<file path="src/sv/pwmt_pkg.sv">
// shared types and codes for the pwm timer
`timescale 1ns / 1ps

package pwmt_pkg;

	localparam int COUNT_WIDTH_DEF = 16;
	localparam int DATA_W          = 16;

	typedef enum logic [1:0] {
		ACT_TICK  = 2'd0,
		ACT_WRITE = 2'd1,
		ACT_READ  = 2'd2
	} action_t;

	localparam logic [3:0] REG_CTRL     = 4'd0;
	localparam logic [3:0] REG_IRQ_EN   = 4'd1;
	localparam logic [3:0] REG_STATUS   = 4'd2;
	localparam logic [3:0] REG_EVENT    = 4'd3;
	localparam logic [3:0] REG_COUNT    = 4'd4;
	localparam logic [3:0] REG_PRESCALE = 4'd5;
	localparam logic [3:0] REG_RELOAD   = 4'd6;
	localparam logic [3:0] REG_COMPARE  = 4'd7;
	localparam logic [3:0] REG_CH_MODE  = 4'd8;
	localparam logic [3:0] REG_OUT_EN   = 4'd9;

	localparam logic [2:0] MODE_PWM1 = 3'd6;

	typedef struct packed {
		logic [1:0]        action;
		logic [3:0]        reg_sel;
		logic [DATA_W-1:0] write_data;
	} item_t;

	typedef struct packed {
		logic [DATA_W-1:0] read_data;
		logic              pwm_out;
		logic              irq_line;
		logic              update_event;
	} result_t;

endpackage

</file>
<file path="src/sv/pwmt_timer.sv">
// timer register file, prescaler, counter and pwm compare
`timescale 1ns / 1ps

module pwmt_timer #(
	parameter int COUNT_WIDTH = pwmt_pkg::COUNT_WIDTH_DEF
) (
	input  logic              clk,
	input  logic              arst_n,
	input  logic              go,
	input  pwmt_pkg::item_t   item,
	output pwmt_pkg::result_t res
);

	localparam int CW = COUNT_WIDTH;
	localparam int DW = pwmt_pkg::DATA_W;

	logic [CW-1:0] psc_cnt_q, cnt_q, psc_buf_q, psc_act_q, arr_q, ccr_buf_q, ccr_act_q;
	logic [1:0]    ctrl_q;
	logic          uie_q, uif_q;
	logic [3:0]    ccmr_q;
	logic [1:0]    oe_q;

	logic [CW-1:0] psc_cnt_n, cnt_n, psc_buf_n, psc_act_n, arr_n, ccr_buf_n, ccr_act_n;
	logic [1:0]    ctrl_n;
	logic          uie_n, uif_n;
	logic [3:0]    ccmr_n;
	logic [1:0]    oe_n;

	logic          do_upd;
	logic [DW-1:0] rd;
	logic [CW+DW-1:0] wd_ext;
	logic [CW-1:0] wd;
	logic [CW+DW-1:0] cnt_ext, psc_ext, arr_ext, ccr_ext;

	// write data fitted to the counter width
	assign wd_ext  = {{CW{1'b0}}, item.write_data};
	assign wd      = wd_ext[CW-1:0];
	assign cnt_ext = {{DW{1'b0}}, cnt_q};
	assign psc_ext = {{DW{1'b0}}, psc_buf_q};
	assign arr_ext = {{DW{1'b0}}, arr_q};
	assign ccr_ext = {{DW{1'b0}}, ccr_buf_q};

	always_comb begin
		psc_cnt_n = psc_cnt_q;
		cnt_n     = cnt_q;
		psc_buf_n = psc_buf_q;
		psc_act_n = psc_act_q;
		arr_n     = arr_q;
		ccr_buf_n = ccr_buf_q;
		ccr_act_n = ccr_act_q;
		ctrl_n    = ctrl_q;
		uie_n     = uie_q;
		uif_n     = uif_q;
		ccmr_n    = ccmr_q;
		oe_n      = oe_q;
		do_upd    = 1'b0;
		rd        = '0;
		if (go) begin
			unique case (item.action)
				pwmt_pkg::ACT_TICK: begin
					if (ctrl_q[0]) begin
						if (psc_cnt_q < psc_act_q) begin
							psc_cnt_n = psc_cnt_q + CW'(1);
						end else begin
							psc_cnt_n = '0;
							if (cnt_q < arr_q) begin
								cnt_n = cnt_q + CW'(1);
							end else begin
								cnt_n  = '0;
								do_upd = 1'b1;
							end
						end
					end
				end
				pwmt_pkg::ACT_WRITE: begin
					unique case (item.reg_sel)
						pwmt_pkg::REG_CTRL:     ctrl_n = item.write_data[1:0];
						pwmt_pkg::REG_IRQ_EN:   uie_n = item.write_data[0];
						pwmt_pkg::REG_STATUS:   uif_n = uif_q & item.write_data[0];
						pwmt_pkg::REG_EVENT: begin
							if (item.write_data[0]) begin
								psc_cnt_n = '0;
								cnt_n     = '0;
								do_upd    = 1'b1;
							end
						end
						pwmt_pkg::REG_COUNT:    cnt_n = wd;
						pwmt_pkg::REG_PRESCALE: psc_buf_n = wd;
						pwmt_pkg::REG_RELOAD:   arr_n = wd;
						pwmt_pkg::REG_COMPARE: begin
							ccr_buf_n = wd;
							if (!ccmr_q[3]) begin
								ccr_act_n = wd;
							end
						end
						pwmt_pkg::REG_CH_MODE:  ccmr_n = item.write_data[3:0];
						pwmt_pkg::REG_OUT_EN:   oe_n = item.write_data[1:0];
						default: ;
					endcase
				end
				pwmt_pkg::ACT_READ: begin
					unique case (item.reg_sel)
						pwmt_pkg::REG_CTRL:     rd = {{(DW-2){1'b0}}, ctrl_q};
						pwmt_pkg::REG_IRQ_EN:   rd = {{(DW-1){1'b0}}, uie_q};
						pwmt_pkg::REG_STATUS:   rd = {{(DW-1){1'b0}}, uif_q};
						pwmt_pkg::REG_COUNT:    rd = cnt_ext[DW-1:0];
						pwmt_pkg::REG_PRESCALE: rd = psc_ext[DW-1:0];
						pwmt_pkg::REG_RELOAD:   rd = arr_ext[DW-1:0];
						pwmt_pkg::REG_COMPARE:  rd = ccr_ext[DW-1:0];
						pwmt_pkg::REG_CH_MODE:  rd = {{(DW-4){1'b0}}, ccmr_q};
						pwmt_pkg::REG_OUT_EN:   rd = {{(DW-2){1'b0}}, oe_q};
						default:                rd = '0;
					endcase
				end
				default: ;
			endcase
			// overflow or forced update: load buffers, set flag, one-pulse stop
			if (do_upd) begin
				uif_n     = 1'b1;
				psc_act_n = psc_buf_q;
				ccr_act_n = ccr_buf_q;
				if (ctrl_q[1]) begin
					ctrl_n[0] = 1'b0;
				end
			end
		end
	end

	always_ff @(posedge clk or negedge arst_n) begin
		if (!arst_n) begin
			psc_cnt_q <= '0;
			cnt_q     <= '0;
			psc_buf_q <= '0;
			psc_act_q <= '0;
			arr_q     <= '1;
			ccr_buf_q <= '0;
			ccr_act_q <= '0;
			ctrl_q    <= '0;
			uie_q     <= 1'b0;
			uif_q     <= 1'b0;
			ccmr_q    <= '0;
			oe_q      <= '0;
		end else begin
			psc_cnt_q <= psc_cnt_n;
			cnt_q     <= cnt_n;
			psc_buf_q <= psc_buf_n;
			psc_act_q <= psc_act_n;
			arr_q     <= arr_n;
			ccr_buf_q <= ccr_buf_n;
			ccr_act_q <= ccr_act_n;
			ctrl_q    <= ctrl_n;
			uie_q     <= uie_n;
			uif_q     <= uif_n;
			ccmr_q    <= ccmr_n;
			oe_q      <= oe_n;
		end
	end

	// pwm_out and irq_line reflect the state after this word; read_data is the value before it
	assign res.read_data    = rd;
	assign res.pwm_out      = (ccmr_n[2:0] == pwmt_pkg::MODE_PWM1) && (oe_n == 2'b11)
		&& (cnt_n < ccr_act_n);
	assign res.irq_line     = uif_n & uie_n;
	assign res.update_event = do_upd;

endmodule

</file>
<file path="src/sv/pwm_timer_with_one_pulse_core.sv">
// top level: input register, timer core and result register
`timescale 1ns / 1ps

// Up-counting timer with buffered prescaler, auto-reload, one-pulse mode and one
// PWM mode 1 channel, driven by a stream of words: a count tick, a register write
// or a register read. One word is accepted every clock while in_stall is low; its
// result word passes from the input register to the result register and can be
// taken when the output is not stalled. The timer state is updated from the
// input register as each word moves on, so consecutive words see each other's
// effects with no gap. pwm_out and irq_line show the state after the word;
// read_data is the register value before it.
module pwm_timer_with_one_pulse_core #(
	parameter int COUNT_WIDTH = pwmt_pkg::COUNT_WIDTH_DEF
) (
	input  logic                        clk,
	input  logic                        arst_n,
	input  logic                        in_valid,
	output logic                        in_stall,
	input  logic [1:0]                  action,
	input  logic [3:0]                  reg_sel,
	input  logic [pwmt_pkg::DATA_W-1:0] write_data,
	output logic                        out_valid,
	input  logic                        out_stall,
	output logic [pwmt_pkg::DATA_W-1:0] read_data,
	output logic                        pwm_out,
	output logic                        irq_line,
	output logic                        update_event
);

	logic              vld_s1;
	pwmt_pkg::item_t   item_s1;
	logic              out_vld_q;
	pwmt_pkg::result_t res_q;
	pwmt_pkg::result_t res_n;
	logic              take;
	logic              accept;

	// a word in stage one moves on when the result register is free or draining
	assign take     = vld_s1 && (!out_vld_q || !out_stall);
	assign in_stall = vld_s1 && out_vld_q && out_stall;
	assign accept   = in_valid && !in_stall;

	always_ff @(posedge clk or negedge arst_n) begin
		if (!arst_n) begin
			vld_s1 <= 1'b0;
		end else if (accept) begin
			vld_s1 <= 1'b1;
		end else if (take) begin
			vld_s1 <= 1'b0;
		end
	end

	always_ff @(posedge clk) begin
		if (accept) begin
			item_s1.action     <= action;
			item_s1.reg_sel    <= reg_sel;
			item_s1.write_data <= write_data;
		end
	end

	pwmt_timer #(
		.COUNT_WIDTH(COUNT_WIDTH)
	) u_timer (
		.clk   (clk),
		.arst_n(arst_n),
		.go    (take),
		.item  (item_s1),
		.res   (res_n)
	);

	always_ff @(posedge clk or negedge arst_n) begin
		if (!arst_n) begin
			out_vld_q <= 1'b0;
		end else if (take) begin
			out_vld_q <= 1'b1;
		end else if (!out_stall) begin
			out_vld_q <= 1'b0;
		end
	end

	always_ff @(posedge clk) begin
		if (take) begin
			res_q <= res_n;
		end
	end

	assign out_valid    = out_vld_q;
	assign read_data    = res_q.read_data;
	assign pwm_out      = res_q.pwm_out;
	assign irq_line     = res_q.irq_line;
	assign update_event = res_q.update_event;

endmodule
</file>
<file path="config.mk">
export PLATFORM = sky130hd
export DESIGN_NAME = pwm_timer_with_one_pulse_core
export DESIGN_NICKNAME = d
export VERILOG_FILES = /design/src/sv/pwmt_pkg.sv /design/src/sv/pwmt_timer.sv /design/src/sv/pwm_timer_with_one_pulse_core.sv
export SDC_FILE = /design/constraint.sdc
export NUM_CORES = 1
export LEC_CHECK = 0
export ABC_CLOCK_PERIOD_IN_PS = 12800
export BUFFER_PORTS_ARGS = -buffer_cell sky130_fd_sc_hd__buf_2
export CAP_MARGIN = 20
export CORE_UTILIZATION = 35
export CTS_CLUSTER_SIZE = 24
export DETAILED_ROUTE_END_ITERATION = 7
export GPL_TIMING_DRIVEN = 0
export PLACE_DENSITY = 0.53
export RECOVER_POWER = 50
export SYNTH_ARGS = -nofsm -noshare
export SYNTH_HDL_FRONTEND = slang
export SYNTH_HIERARCHICAL = 1
export SYNTH_SLANG_ARGS = --single-unit
</file>
<file path="constraint.sdc">
create_clock -name clk -period 12.8 [get_ports clk]
set_input_delay 1.28 -clock clk [delete_from_list [all_inputs] [get_ports clk]]
set_output_delay 1.28 -clock clk [all_outputs]
set_load 0.05 [all_outputs]
</file>
# Yosys cells after proc, flatten, opt, wreduce, memory -nomap -nowiden
# Index checks and enable logic that the tools add are counted.
dict set report op_classes {
  addsub 2
  magnitude_cmp 3
  n_eq_ne 17
  muxes 46
  n_bitwise 2
  n_reduce_logical 21
}
# operator n
set op_table {}
lappend op_table {{$mux W16} 14}
lappend op_table {{$pmux W16 S9} 1}
lappend op_table {{$pmux W16 S2} 3}
lappend op_table {{$lt A16 B16 Y1} 3}
lappend op_table {{$add A16 B1 Y16 const B} 2}
lappend op_table {{$mux W1} 21}
lappend op_table {{$eq A4 B3 Y1 const B} 4}
lappend op_table {{$reduce_and A3 Y1} 5}
lappend op_table {{$mux W3} 3}
lappend op_table {{$eq A4 B2 Y1 const B} 2}
lappend op_table {{$eq A4 B4 Y1 const B} 2}
lappend op_table {{$logic_and A1 B1 Y1} 6}
lappend op_table {{$mux W2} 3}
lappend op_table {{$reduce_and A5 Y1} 1}
lappend op_table {{$eq A2 B2 Y1 const B} 2}
lappend op_table {{$eq A4 B1 Y1 const B} 1}
lappend op_table {{$logic_not A4 Y1} 1}
lappend op_table {{$ne A2 B1 Y1 const B} 2}
lappend op_table {{$ne A2 B2 Y1 const B} 2}
lappend op_table {{$reduce_bool A2 Y1} 2}
lappend op_table {{$eq A3 B3 Y1 const B} 1}
lappend op_table {{$logic_not A1 Y1} 3}
lappend op_table {{$and A1 B1 Y1} 2}
lappend op_table {{$eq A2 B1 Y1 const B} 1}
lappend op_table {{4 further kinds} 4}
dict set report word_totals {
  regBits 165
  output_inout_bits 21
  wordCells 114
}

# Logic depth before layout (Yosys ltp)
# Gate-level depths: netlist of the first run.
dict set report depth {
  word_depth 10
  ltp_mapped 19
  depth_no_buf 17
}

# By module
# Netlist of the first run, hierarchy kept.
# mod n_inst cells_per_inst area_per_inst_um2
set by_module_without_submodules {}
lappend by_module_without_submodules {pwmt_timer 1 779 7801.2}
lappend by_module_without_submodules {pwm_timer_with_one_pulse_core 1 49 1323.8}

# Worst setup path after synthesis of the first run
# No wires, ideal clock.
dict set report synth_timing {
  kind {input to register}
  from {in out_stall}
  to {reg res_q, in the netlist pwm_out (data pin)}
  arrival_ns 6.100
  slack_ns 6.415
  stages 13
  path_cell_list {a21boi_0 -> nand2_1 -> nor3_4 -> nand2b_1 -> o21ai_1 -> clkbuf_1 -> o221ai_1 -> ha_1 -> nand4_1 -> a2111oi_0 -> nand2_1 -> a2111oi_0 -> a311oi_1}
}
# element line_no
set synth_lines {}
lappend synth_lines {{from (decl)} pwm_timer_with_one_pulse_core.sv:23} ;# input logic out_stall,
lappend synth_lines {{to (signal assigned)} pwm_timer_with_one_pulse_core.sv:83} ;# res_q <= res_n;
lappend synth_lines {{to (decl)} pwm_timer_with_one_pulse_core.sv:33} ;# pwmt_pkg::result_t res_q;

==> metrics.cfg, run 1 <==
[logic_synthesis]
ys_async_sr_fraction_pct = 75.2
ys_seq_elements = 165
syn-num-nets = 901
synth_top_area_cell = dfrtp_1
syn-cell-area_um2 = 9130
synth.distinct_cells = 77
yosysSeqAreaShare_pct = 47.7
synth_top_cells_by_count = 108 x dfrtp_1, 59 x mux2_2, 55 x nand2_1
yosys-top-cells-area = dfrtp_1 30%, edfxtp_1 13%, mux2_2 7.3%, ha_1 6.4%, dfstp_2 4.6%
postSynthCellCount = 828
synth_edf_count = 41
yosysWarningCount = 6
ys.flop_type = dfrtp_1
synth.most_common_cell = dfrtp_1
synth_top_area_share_pct = 29.6
synth.avg_cell_area_um2 = 11.0

[power_and_ir_drop]
powerDensity_nw_per_um2 = 144
p_comb_share_pct = 20.1
ir_drop_mv = 0.0724
p_sw_share_pct = 31.4
leakage_nw = 4.33
seqPwrFrac_pct = 45.9
clkPwrFrac_pct = 34.0
p_int_w = 0.00102
power.switching_w = 0.000468

[routing]
totalWireLength_um = 26800
vias = 7070
vias_per_cell = 5.70
wl_met2_um = 11700
wl_met1_um = 12900
firstDrtPassIters = 5
routedWlPerCell_um = 21.6
dr_wl_met3_um = 1650
detail-route-antenna-nets = 0
dr.max_layer_used = met4
detail_route.drc_violations = 0
drt_iter0_drc = 530

[finish]
antennaDiodeCount = 0
syn_to_final_growth_pct = 13.6
fillerInstances = 2497
fin_area_um2 = 10400
layout.nets = 970
drive_gt1_share_pct = 21.6

[critical_path]
startpoint_type = primary input
cp.required_ns = 12.92
r2r_cells = 14
crit_type = in -> reg
crit_arrival_ns = 7.64
crit_fanout = 25
endpoint_kind = flop

[sta]
hold_viol = 0
fin_skew_ns = 0.0108
setup_viol = 0
tightest_slew_ns = 3.91
fin_crit_ns = 7.52
rsz0062_at_grt = false
period_share_pct = 58.8
fmax_mhz = 133
maxSlewViolCount = 153
max_slew_margin_pct = -161
setup_tns_ns = 0

[global_route]
grt_pass1_wl_um = 41500
track_usage_pct = 20.9
first_global_vias = 6852
antenna_found_initial = 0
grt-ovfl-total = 0
grt_max_degree = 74

[floorplanning]
die_width_um = 163
core_um2 = 25400
die_h_um = 163
initial_utilization_pct = 35.9
num_rows = 58
die_area_um2 = 26700
pin_count = 47

[cts]
clk_path_buf_depth = 2
clk_pin_slew_ns = 0.07
clock_latency_ns = 0.44
postCtsSetupRepairBufs = 0
cts_made_buffers = 17
postCtsHoldBufs = 0
cts_tree = yes
h-tree-depth = 4
cts_root_buf = clkbuf_16
cts_resized = 0
cts.sinks = 165

[run_status]
status = complete, but fails checks
failed_checks = capacitance limit, slew limit

[placed_design]
dp_hpwl_um = 19500
gp_congestion = 0.943
placed_area_um2 = 9860
io_buffers = 46

[worst_hold_path]
hold_depth = 1
holdCritPathClass = reg -> reg

[job]
drv_cap = 3

-- final timing paths --
path	endpoint	from	slack (ns)
setup / recovery	pwm_out$_DFFE_PP_	out_stall	5.28
hold / removal	out_valid$_DFFE_PN0P_	vld_s1$_DFFE_PN0P_	0.51
setup reg to reg	pwm_out$_DFFE_PP_	vld_s1$_DFFE_PN0P_	5.82
hold reg to reg	out_valid$_DFFE_PN0P_	vld_s1$_DFFE_PN0P_	0.51
max in group asynchronous	u_timer/cnt_q[9]$_DFF_PN0_	arst_n	6.18
min in group asynchronous	vld_s1$_DFFE_PN0P_	arst_n	1.78
-- layer usage --
layer | global-route usage (%) | vias to the layer above
met5 | 0 | -
met4 | 7.32 | 0
met3 | 3.35 | 39
met2 | 31.1 | 237
met1 | 30.6 | 3509
li1 | - | 3285
-- placed cells by master (no fill, tap or decap), drive strengths merged, types with 18 or more instances in the layout --
cell / instances
inv: 42
nand3: 45
buf: 58
edfxtp: 41
and3: 18
nor2b: 18
nand4: 18
mux2: 59
nand2: 55
o21ai: 51
ha: 47
clkbuf: 54
a21oi: 34
nor2: 37
dfrtp: 108
-- worst max-delay path: stages --
cell	delay (ns)
clkbuf_1	0.10
a21boi_0	0.54
clkbuf_1	1.22
nand2_1	0.52
nor3_4	0.66
nand2b_1	0.30
o21ai_1	0.23
clkbuf_1	0.46
o221ai_1	0.29
ha_1	0.34
nand4_1	0.21
a2111oi_0	0.81
nand2_1	0.13
a2111oi_0	0.37
a311oi_1	0.14
-- final cells by class --
class	count	area, um^2	area share, %
multi-input combinational	582	4430	42.8
sequential	165	4350	42.0
clock buffer	19	443	4.27
tap	330	413	3.98
timing repair buffer	50	268	2.58
buffer	43	190	1.83
inverter	38	143	1.38
clock inverter	13	123	1.18
-- registers in the layout (all words and copies together), names as in the netlist --
signal / flops
u_timer/arr_q: 16
irq_line: 1
read_data: 16
u_timer/ccmr_q: 4
out_valid: 1
u_timer/ctrl_q: 2
u_timer/ccr_buf_q: 16
u_timer/ccr_act_q: 16
u_timer/cnt_q: 16
update_event: 1
item_s1: 22
u_timer/uie_q: 1
pwm_out: 1
u_timer/oe_q: 2
u_timer/psc_act_q: 16
u_timer/psc_buf_q: 16
vld_s1: 1
u_timer/uif_q: 1
u_timer/psc_cnt_q: 16
-- power groups by stage --
| stage | logic [W] | clock network, W | registers (W) |
|---|---|---|---|
| 3_3_place_gp | 0.000292 | 0 | 0.000693 |
| 5_1_grt | 0.000334 | 0.000538 | 0.000693 |
| 2_1_floorplan | 0.000204 | 0 | 0.000677 |
| 6_report | 0.000299 | 0.000507 | 0.000684 |
| 3_5_place_dp | 0.000302 | 0 | 0.000692 |
| 4_1_cts | 0.000303 | 0.000520 | 0.000683 |
-- stage by stage --
| step | instances | util, % | hold slack (ns) | worst slack, ns | total power [W] |
|---|---|---|---|---|---|
| after floorplan | 828 | - | 0.469 | 6.41 | 0.000882 |
| after global placement | 1204 | 38.5 | 0.496 | 2.44 | 0.000985 |
| after detailed placement | 1207 | 38.8 | 0.502 | 6.51 | 0.000994 |
| after CTS | 1239 | 41.0 | 0.522 | 6.92 | 0.00151 |
| after global routing | 1240 | 40.8 | 0.540 | 4.63 | 0.00156 |
| final | 1240 | 40.8 | 0.511 | 5.28 | 0.00149 |
-- cells by family (layout without fill, tap and decap cells) --
kind of cell	count (synthesis)	after routing	synth area share, %
adders and majority gates	47	47	6.44
xor gates and xnor gates	8	8	0.768
AOI/OAI and AO/OA	191	191	15.0
buffers and inverters	81	163	3.65
muxes	82	82	11.4
DFF	165	165	47.7
and+or+nand+nor	254	254	15.0
Note: power is estimated with default switching activity, not from simulation.
==> run 2, diff against run 1 <==
--- a/config.mk
+++ b/config.mk
@@ -5,14 +5,15 @@
 export SDC_FILE = /design/constraint.sdc
 export NUM_CORES = 1
 export LEC_CHECK = 0
-export ABC_CLOCK_PERIOD_IN_PS = 12800
+export ABC_AREA = 1
+export ABC_CLOCK_PERIOD_IN_PS = 7870
 export BUFFER_PORTS_ARGS = -buffer_cell sky130_fd_sc_hd__buf_2
 export CAP_MARGIN = 20
 export CORE_UTILIZATION = 35
 export CTS_CLUSTER_SIZE = 24
 export DETAILED_ROUTE_END_ITERATION = 7
 export GPL_TIMING_DRIVEN = 0
-export PLACE_DENSITY = 0.53
+export PLACE_DENSITY = 0.54
 export RECOVER_POWER = 50
 export SYNTH_ARGS = -nofsm -noshare
 export SYNTH_HDL_FRONTEND = slang
==> constraint.sdc (replaced) <==
create_clock -name clk -period 7.87 [get_ports clk]
set_input_delay 0.787 -clock clk [delete_from_list [all_inputs] [get_ports clk]]
set_output_delay 0.787 -clock clk [all_outputs]
set_load 0.05 [all_outputs]
==> metrics.cfg, run 2 <==
[logic_synthesis]
synth_top_area_cell = dfrtp_1
yosys-top-cells-area = dfrtp_1 30%, edfxtp_1 14%, nand2_1 8.8%, o21ai_0 6.6%, ha_1 6.5%
synth_top_area_share_pct = 29.8  ; +0.20 points
synth.most_common_cell = nand2_1
yosysWarningCount = 6  ; unchanged
syn-cell-area_um2 = 9060  ; -0.69%
yosysSeqAreaShare_pct = 48.0  ; +0.33 points
synth.distinct_cells = 55  ; -29%
ys.flop_type = dfrtp_1
ys_seq_elements = 165  ; unchanged
postSynthCellCount = 1053  ; +27%
synth.avg_cell_area_um2 = 8.61  ; -22%
ys_async_sr_fraction_pct = 75.2  ; unchanged
synth_edf_count = 41  ; unchanged
syn-num-nets = 1126  ; +25%
synth_top_cells_by_count = 212 x nand2_1, 146 x inv_1, 120 x o21ai_0

[floorplanning]
die_h_um = 163  ; -0.34%
core_um2 = 25300  ; -0.57%
die_width_um = 163  ; -0.34%
num_rows = 58  ; unchanged
die_area_um2 = 26500  ; -0.68%
pin_count = 47  ; unchanged
initial_utilization_pct = 35.9  ; -0.041 points

[run_status]
status = complete, but fails checks
failed_checks = capacitance limit, slew limit

[placed_design]
io_buffers = 46  ; unchanged
placed_area_um2 = 9810  ; -0.56%
gp_congestion = 1.02  ; +8.3%
pre_cts_ws_ns = 3.32  ; -3.19 ns
dp_hpwl_um = 20300  ; +4.1%

[finish]
top_register = item_s1
drive_gt1_share_pct = 13.7  ; -8.0 points
antennaDiodeCount = 0  ; unchanged
fillerInstances = 2558  ; +2.4%
mostFrequentLayoutCell = nand2_1
utilization_pct = 40.8  ; about the same
syn_to_final_growth_pct = 13.8
fin_area_um2 = 10300  ; -0.51%
largest_register_ffs = 22  ; unchanged
area.sequential_um2 = 4350  ; unchanged
mostFrequentLayoutCells = 212 x nand2_1, 146 x inv_1, 120 x o21ai_0, 108 x dfrtp_1, 77 x nor2_1
multi_input_area_um2 = 3950  ; -11%
layout.nets = 1194  ; +23%

[sta]
tightest_slew_ns = 3.39  ; -0.526 ns
setup_tns_ns = 0  ; unchanged
fmax_mhz = 193
rsz0062_at_grt = false
setup_ws_ns = 2.69  ; -2.59 ns
max_slew_margin_pct = -126  ; +35 points
fin_skew_ns = 0.0172  ; +0.00643 ns
hold_viol = 0  ; unchanged
fin_crit_ns = 5.18
maxSlewViolCount = 58  ; -62%
setup_viol = 0  ; unchanged
period_share_pct = 65.8

[global_route]
first_global_vias = 7213  ; +5.3%
grt-ovfl-total = 0  ; unchanged
antenna_found_initial = 1  ; +1
grt_max_degree = 68  ; -8.1%
track_usage_pct = 21.5  ; +0.60 points
grt_pass1_wl_um = 42400  ; +2.2%

[routing]
detail_route.drc_violations = 0  ; unchanged
drt_iter0_drc = 736  ; +39%
vias_per_cell = 5.19  ; -8.9%
vias = 7605  ; +7.6%
detail-route-antenna-nets = 0  ; unchanged
firstDrtPassIters = 5  ; unchanged
totalWireLength_um = 27100  ; +0.88%
routedWlPerCell_um = 18.5  ; -15%

[cts]
cts.sinks = 165  ; unchanged
clock_latency_ns = 0.44  ; about the same
postCtsSetupRepairBufs = 0  ; unchanged
cts_root_buf = clkbuf_16
clk_path_buf_depth = 2  ; unchanged
cts_made_buffers = 17  ; unchanged
cts_resized = 0  ; unchanged
postCtsHoldBufs = 0  ; unchanged
clk_pin_slew_ns = 0.06  ; about the same
h-tree-depth = 4  ; unchanged
cts_tree = yes

[power_and_ir_drop]
ir_drop_mv = 0.139  ; +92%
p_sw_share_pct = 39.2  ; +7.7 points
p_int_w = 0.00181  ; +78%
powerDensity_nw_per_um2 = 289  ; +100%
power.switching_w = 0.00117  ; +150%
clkPwrFrac_pct = 28.3  ; -5.7 points
p_comb_share_pct = 32.5  ; +12 points
seqPwrFrac_pct = 39.2  ; -6.7 points
leakage_nw = 4.52  ; +4.3%

[critical_path]
cp.required_ns = 8.15  ; -4.77 ns
r2r_cells = 11  ; -3
startpoint_type = primary input
endpoint = pwm_out$_DFFE_PP_
r2r-end = pwm_out$_DFFE_PP_
crit_type = in -> reg
endpoint_kind = flop
crit_arrival_ns = 5.47  ; -2.17 ns
r2r_slack_ns = 2.74  ; -3.08 ns
crit_fanout = 16  ; -36%
critPathLaunch = out_stall
r2r-start = out_valid$_DFFE_PN0P_

[job]
drv_cap = 1  ; -2

[worst_hold_path]
holdCritPathClass = reg -> reg

[run 2: worst min-delay path by stage]
| stage | startpoint | to | slack [ns] | cells past startpoint |
|---|---|---|---|---|
| finish | u_timer/psc_buf_q[0]$_DFFE_PN0P_ | u_timer/psc_buf_q[0]$_DFFE_PN0P_ | 0.48 | 2 |
| global route | reg_sel[2] | item_s1[18]$_DFFE_PP_ | 0.50 | 1 |
| CTS | arst_n | u_timer/psc_buf_q[9]$_DFFE_PN0P_ | 0.34 | 1 |
| detailed placement | u_timer/psc_buf_q[0]$_DFFE_PN0P_ | u_timer/psc_buf_q[0]$_DFFE_PN0P_ | 0.48 | 2 |
| global placement | u_timer/ccr_buf_q[2]$_DFFE_PN0P_ | u_timer/ccr_buf_q[2]$_DFFE_PN0P_ | 0.47 | 2 |
| floorplan | u_timer/ccmr_q[3]$_DFFE_PN0P_ | u_timer/ccmr_q[3]$_DFFE_PN0P_ | 0.45 | 2 |
[run 2: cell families (layout without fill, tap and decap cells)]
kind of cell    count (synthesis)  in the layout  synth area share (%)
buf+inv                       196            277                  8.35
simple gates                  379            379                  18.9
flops                         165            165                  48.0
fa+ha+maj                      47             47                  6.49
mux                             1              1                 0.110
xor+xnor                        9              9                 0.870
compound gates                256            256                  17.2
[run 2: routing by layer]
layer / GRT usage [%] / part of all wire (%)
met1: 30.1 / 47
met2: 33.5 / 46
met3: 3.46 / 4.8
met4: 7.69 / 2.3
met5: 0 / 0
[run 2: worst max-delay path, stage by stage]
cell and delay (ns):
clkbuf_1 0.09, a21oi_1 0.71, clkbuf_1 0.99, clkbuf_1 0.56, clkbuf_1 0.66, a31oi_2 0.24, ha_1 0.36, a21oi_1 0.15
o21ai_0 0.21, nor4_1 0.36, nand4_1 0.18, a21oi_1 0.14
[run 2: through the flow]
step | power, W | hold slack, ns | instances
2_1_floorplan | 0.00185 | 0.453 | 1053
3_3_place_gp | 0.00211 | 0.469 | 1429
3_5_place_dp | 0.00214 | 0.475 | 1432
4_1_cts | 0.00300 | 0.345 | 1464
5_1_grt | 0.00319 | 0.497 | 1464
6_report | 0.00298 | 0.484 | 1464
[run 2: power by group through the flow]
stage	combinational, W	sequential (W)	clock, W
2_1_floorplan	0.000686	0.00116	0
3_3_place_gp	0.000931	0.00118	0
3_5_place_dp	0.000960	0.00118	0
4_1_cts	0.000968	0.00117	0.000865
5_1_grt	0.00110	0.00119	0.000898
6_report	0.000968	0.00117	0.000844
[run 2: final cells by class]
type | instances | area share (%)
Buffer | 32 | 1.33
Clock buffer | 17 | 4.12
Clock inverter | 15 | 1.53
Inverter | 164 | 6.01
Multi-Input combinational cell | 692 | 38.3
Sequential cell | 165 | 42.2
Tap cell | 330 | 4.00
Timing Repair Buffer | 49 | 2.52
==> run 3, diff against run 2 <==
--- a/config.mk
+++ b/config.mk
@@ -5,15 +5,15 @@
 export SDC_FILE = /design/constraint.sdc
 export NUM_CORES = 1
 export LEC_CHECK = 0
-export ABC_AREA = 1
-export ABC_CLOCK_PERIOD_IN_PS = 7870
+export ABC_AREA = 0
+export ABC_CLOCK_PERIOD_IN_PS = 5300
 export BUFFER_PORTS_ARGS = -buffer_cell sky130_fd_sc_hd__buf_2
 export CAP_MARGIN = 20
 export CORE_UTILIZATION = 35
 export CTS_CLUSTER_SIZE = 24
 export DETAILED_ROUTE_END_ITERATION = 7
 export GPL_TIMING_DRIVEN = 0
-export PLACE_DENSITY = 0.54
+export PLACE_DENSITY = 0.53
 export RECOVER_POWER = 50
 export SYNTH_ARGS = -nofsm -noshare
 export SYNTH_HDL_FRONTEND = slang
==> constraint.sdc (replaced) <==
create_clock -name clk -period 5.3 [get_ports clk]
set_input_delay 0.53 -clock clk [delete_from_list [all_inputs] [get_ports clk]]
set_output_delay 0.53 -clock clk [all_outputs]
set_load 0.05 [all_outputs]
==> metrics.cfg, run 3 (synthesis results as in run 1) <==
[worst_hold_path]
holdCritPathClass = in -> reg

[global_route]
first_global_vias = 6853  ; -5.0%
antenna_found_initial = 0  ; -1
grt-ovfl-total = 0  ; unchanged
grt_max_degree = 65  ; -4.4%
track_usage_pct = 21.1  ; -0.45 points
grt_pass1_wl_um = 41400  ; -2.4%

[sta]
setup_tns_ns = 0  ; unchanged
period_share_pct = 92.7
max_slew_margin_pct = -136  ; -10 points
setup_ws_ns = 0.388  ; -2.30 ns
maxSlewViolCount = 61  ; +5.2%
tightest_slew_ns = 3.54  ; +0.149 ns
fmax_mhz = 204
hold_viol = 0  ; unchanged
fin_skew_ns = 0.0115  ; -0.00568 ns
fin_crit_ns = 4.91
hold_slack_ns = 0.267  ; -0.217 ns
setup_viol = 0  ; unchanged
rsz0062_at_grt = false

[finish]
antennaDiodeCount = 0  ; unchanged
mostFrequentLayoutCell = dfrtp_1
layout.nets = 970  ; -19%
top_register = item_s1
mostFrequentLayoutCells = 108 x dfrtp_1, 59 x mux2_2, 55 x nand2_1, 50 x o21ai_0, 47 x ha_1
drive_gt1_share_pct = 21.3  ; +7.7 points
fillerInstances = 2497  ; -2.4%
largest_register_ffs = 22  ; unchanged
syn_to_final_growth_pct = 14.8

[critical_path]
worst_path_largest_cell_delay_ns = 0.54  ; -0.45 ns
crit_fanout = 10  ; -6
crit_arrival_ns = 5.10  ; -0.37 ns
crit_type = reg -> reg
slowest_stage = dfstp_2
crit_chain = inv_1 -> ha_1 -> a211oi_1 -> o21ai_0 -> a41o_1 -> a41o_1 -> buf_6 -> a31o_2 -> buf_6 -> and3_1 -> a221oi_1 -> ha_1 -> a21o_1 -> a21o_1 -> a21oi_1 -> o211ai_1 -> nand4b_1 -> a311oi_1
endpoint_kind = flop
cp.required_ns = 5.49  ; -2.66 ns
startpoint_type = flop

[routing]
drt_iter0_drc = 534  ; -27%
vias = 7126  ; -6.3%
detail_route.drc_violations = 0  ; unchanged
totalWireLength_um = 26700  ; -1.4%
detail-route-antenna-nets = 0  ; unchanged
firstDrtPassIters = 7  ; +2
vias_per_cell = 5.75  ; +11%
routedWlPerCell_um = 21.5  ; +16%

[cts]
cts_root_buf = clkbuf_16
cts_tree = yes
clock_latency_ns = 0.43  ; about the same
h-tree-depth = 4  ; unchanged
cts.sinks = 165  ; unchanged
postCtsHoldBufs = 0  ; unchanged
cts_made_buffers = 17  ; unchanged
clk_path_buf_depth = 2  ; unchanged
postCtsSetupRepairBufs = 0  ; unchanged
clk_pin_slew_ns = 0.07  ; about the same

[placed_design]
gp_congestion = 0.932  ; -8.8%
pre_cts_ws_ns = -0.149  ; -3.47 ns
dp_hpwl_um = 19500  ; -4.0%
io_buffers = 46  ; unchanged

[floorplanning]
core_um2 = 25400  ; +0.57%
die_area_um2 = 26700  ; +0.68%
initial_utilization_pct = 35.9  ; +0.041 points
die_width_um = 163  ; +0.34%
pin_count = 47  ; unchanged
num_rows = 58  ; unchanged
die_h_um = 163  ; +0.34%

[job]
drv_cap = 1  ; unchanged

[power_and_ir_drop]
ir_drop_mv = 0.222  ; +60%
powerDensity_nw_per_um2 = 354  ; +23%
leakage_nw = 4.37  ; -3.3%

[run_status]
status = complete, but fails checks
failed_checks = capacitance limit, slew limit

[run 3: path summary, 6_finish.rpt]
kind / startpoint / to / slack, ns / cells after the start
hold reg to reg: vld_s1$_DFFE_PN0P_ / out_valid$_DFFE_PN0P_ / 0.50 / 1
min in group asynchronous: arst_n / vld_s1$_DFFE_PN0P_ / 1.29 / 1
setup / recovery: u_timer/arr_q[2]$_DFFE_PN1P_ / pwm_out$_DFFE_PP_ / 0.39 / 18
hold / removal: write_data[14] / item_s1[14]$_DFFE_PP_ / 0.27 / 1
setup reg to reg: u_timer/arr_q[2]$_DFFE_PN1P_ / pwm_out$_DFFE_PP_ / 0.39 / 18
max in group asynchronous: arst_n / u_timer/psc_cnt_q[3]$_DFFE_PN0P_ / 1.99 / 1
[run 3: repair_timing]
item	CTS	global route
resized for setup	1	5
hold endpoints to repair	0	0
endpoints found under the setup margin	1	1
[run 3: layer usage]
| metal | share of wire, % | global-route usage (%) | vias to the layer above |
|---|---|---|---|
| met5 | 0 | 0 | - |
| met4 | 2.0 | 6.61 | 0 |
| met3 | 5.1 | 3.48 | 35 |
| met2 | 45 | 31.7 | 220 |
| met1 | 48 | 30.8 | 3591 |
| li1 | - | - | 3280 |
[run 3: cell type report]
type,count,area [um^2],share of cell area (%)
flip-flops and latches,165,4350,41.6
repair buffers,50,298,2.84
clock buffers,22,475,4.54
plain buffers,43,193,1.84
inverters,38,143,1.36
multi-input cells,582,4450,42.5
well taps,330,413,3.94
clock inverters,10,146,1.40
[run 3: critical path, delay by kind of cell (launching register included)]
| family | cells | cell delay [ns] |
|---|---|---|
| AOI/OAI and AO/OA | 11 | 2.80 |
| adders and majority gates | 2 | 0.61 |
| DFF | 1 | 0.54 |
| and+or+nand+nor | 2 | 0.36 |
| buffers and inverters | 3 | 0.34 |
[run 3: through the flow]
| step | instance area (um^2) | std cells | util, % | total power (W) |
|---|---|---|---|---|
| finish | 10500 | 1240 | 41.2 | 0.00371 |
| global route | 10500 | 1240 | 41.2 | 0.00390 |
| CTS | 10500 | 1239 | 41.3 | 0.00374 |
| detailed placement | 9860 | 1207 | 38.8 | 0.00239 |
| global placement | 9770 | 1204 | 38.5 | 0.00238 |
| floorplan | 9130 | 828 | - | 0.00213 |
[run 3: power by group]
| group | internal (W) | total (W) | switching, W |
|---|---|---|---|
| logic | 0.000326 | 0.000728 | 0.000402 |
| clock network | 0.000787 | 0.00133 | 0.000541 |
| registers | 0.00148 | 0.00165 | 0.000173 |
| total | 0.00259 | 0.00371 | 0.00112 |
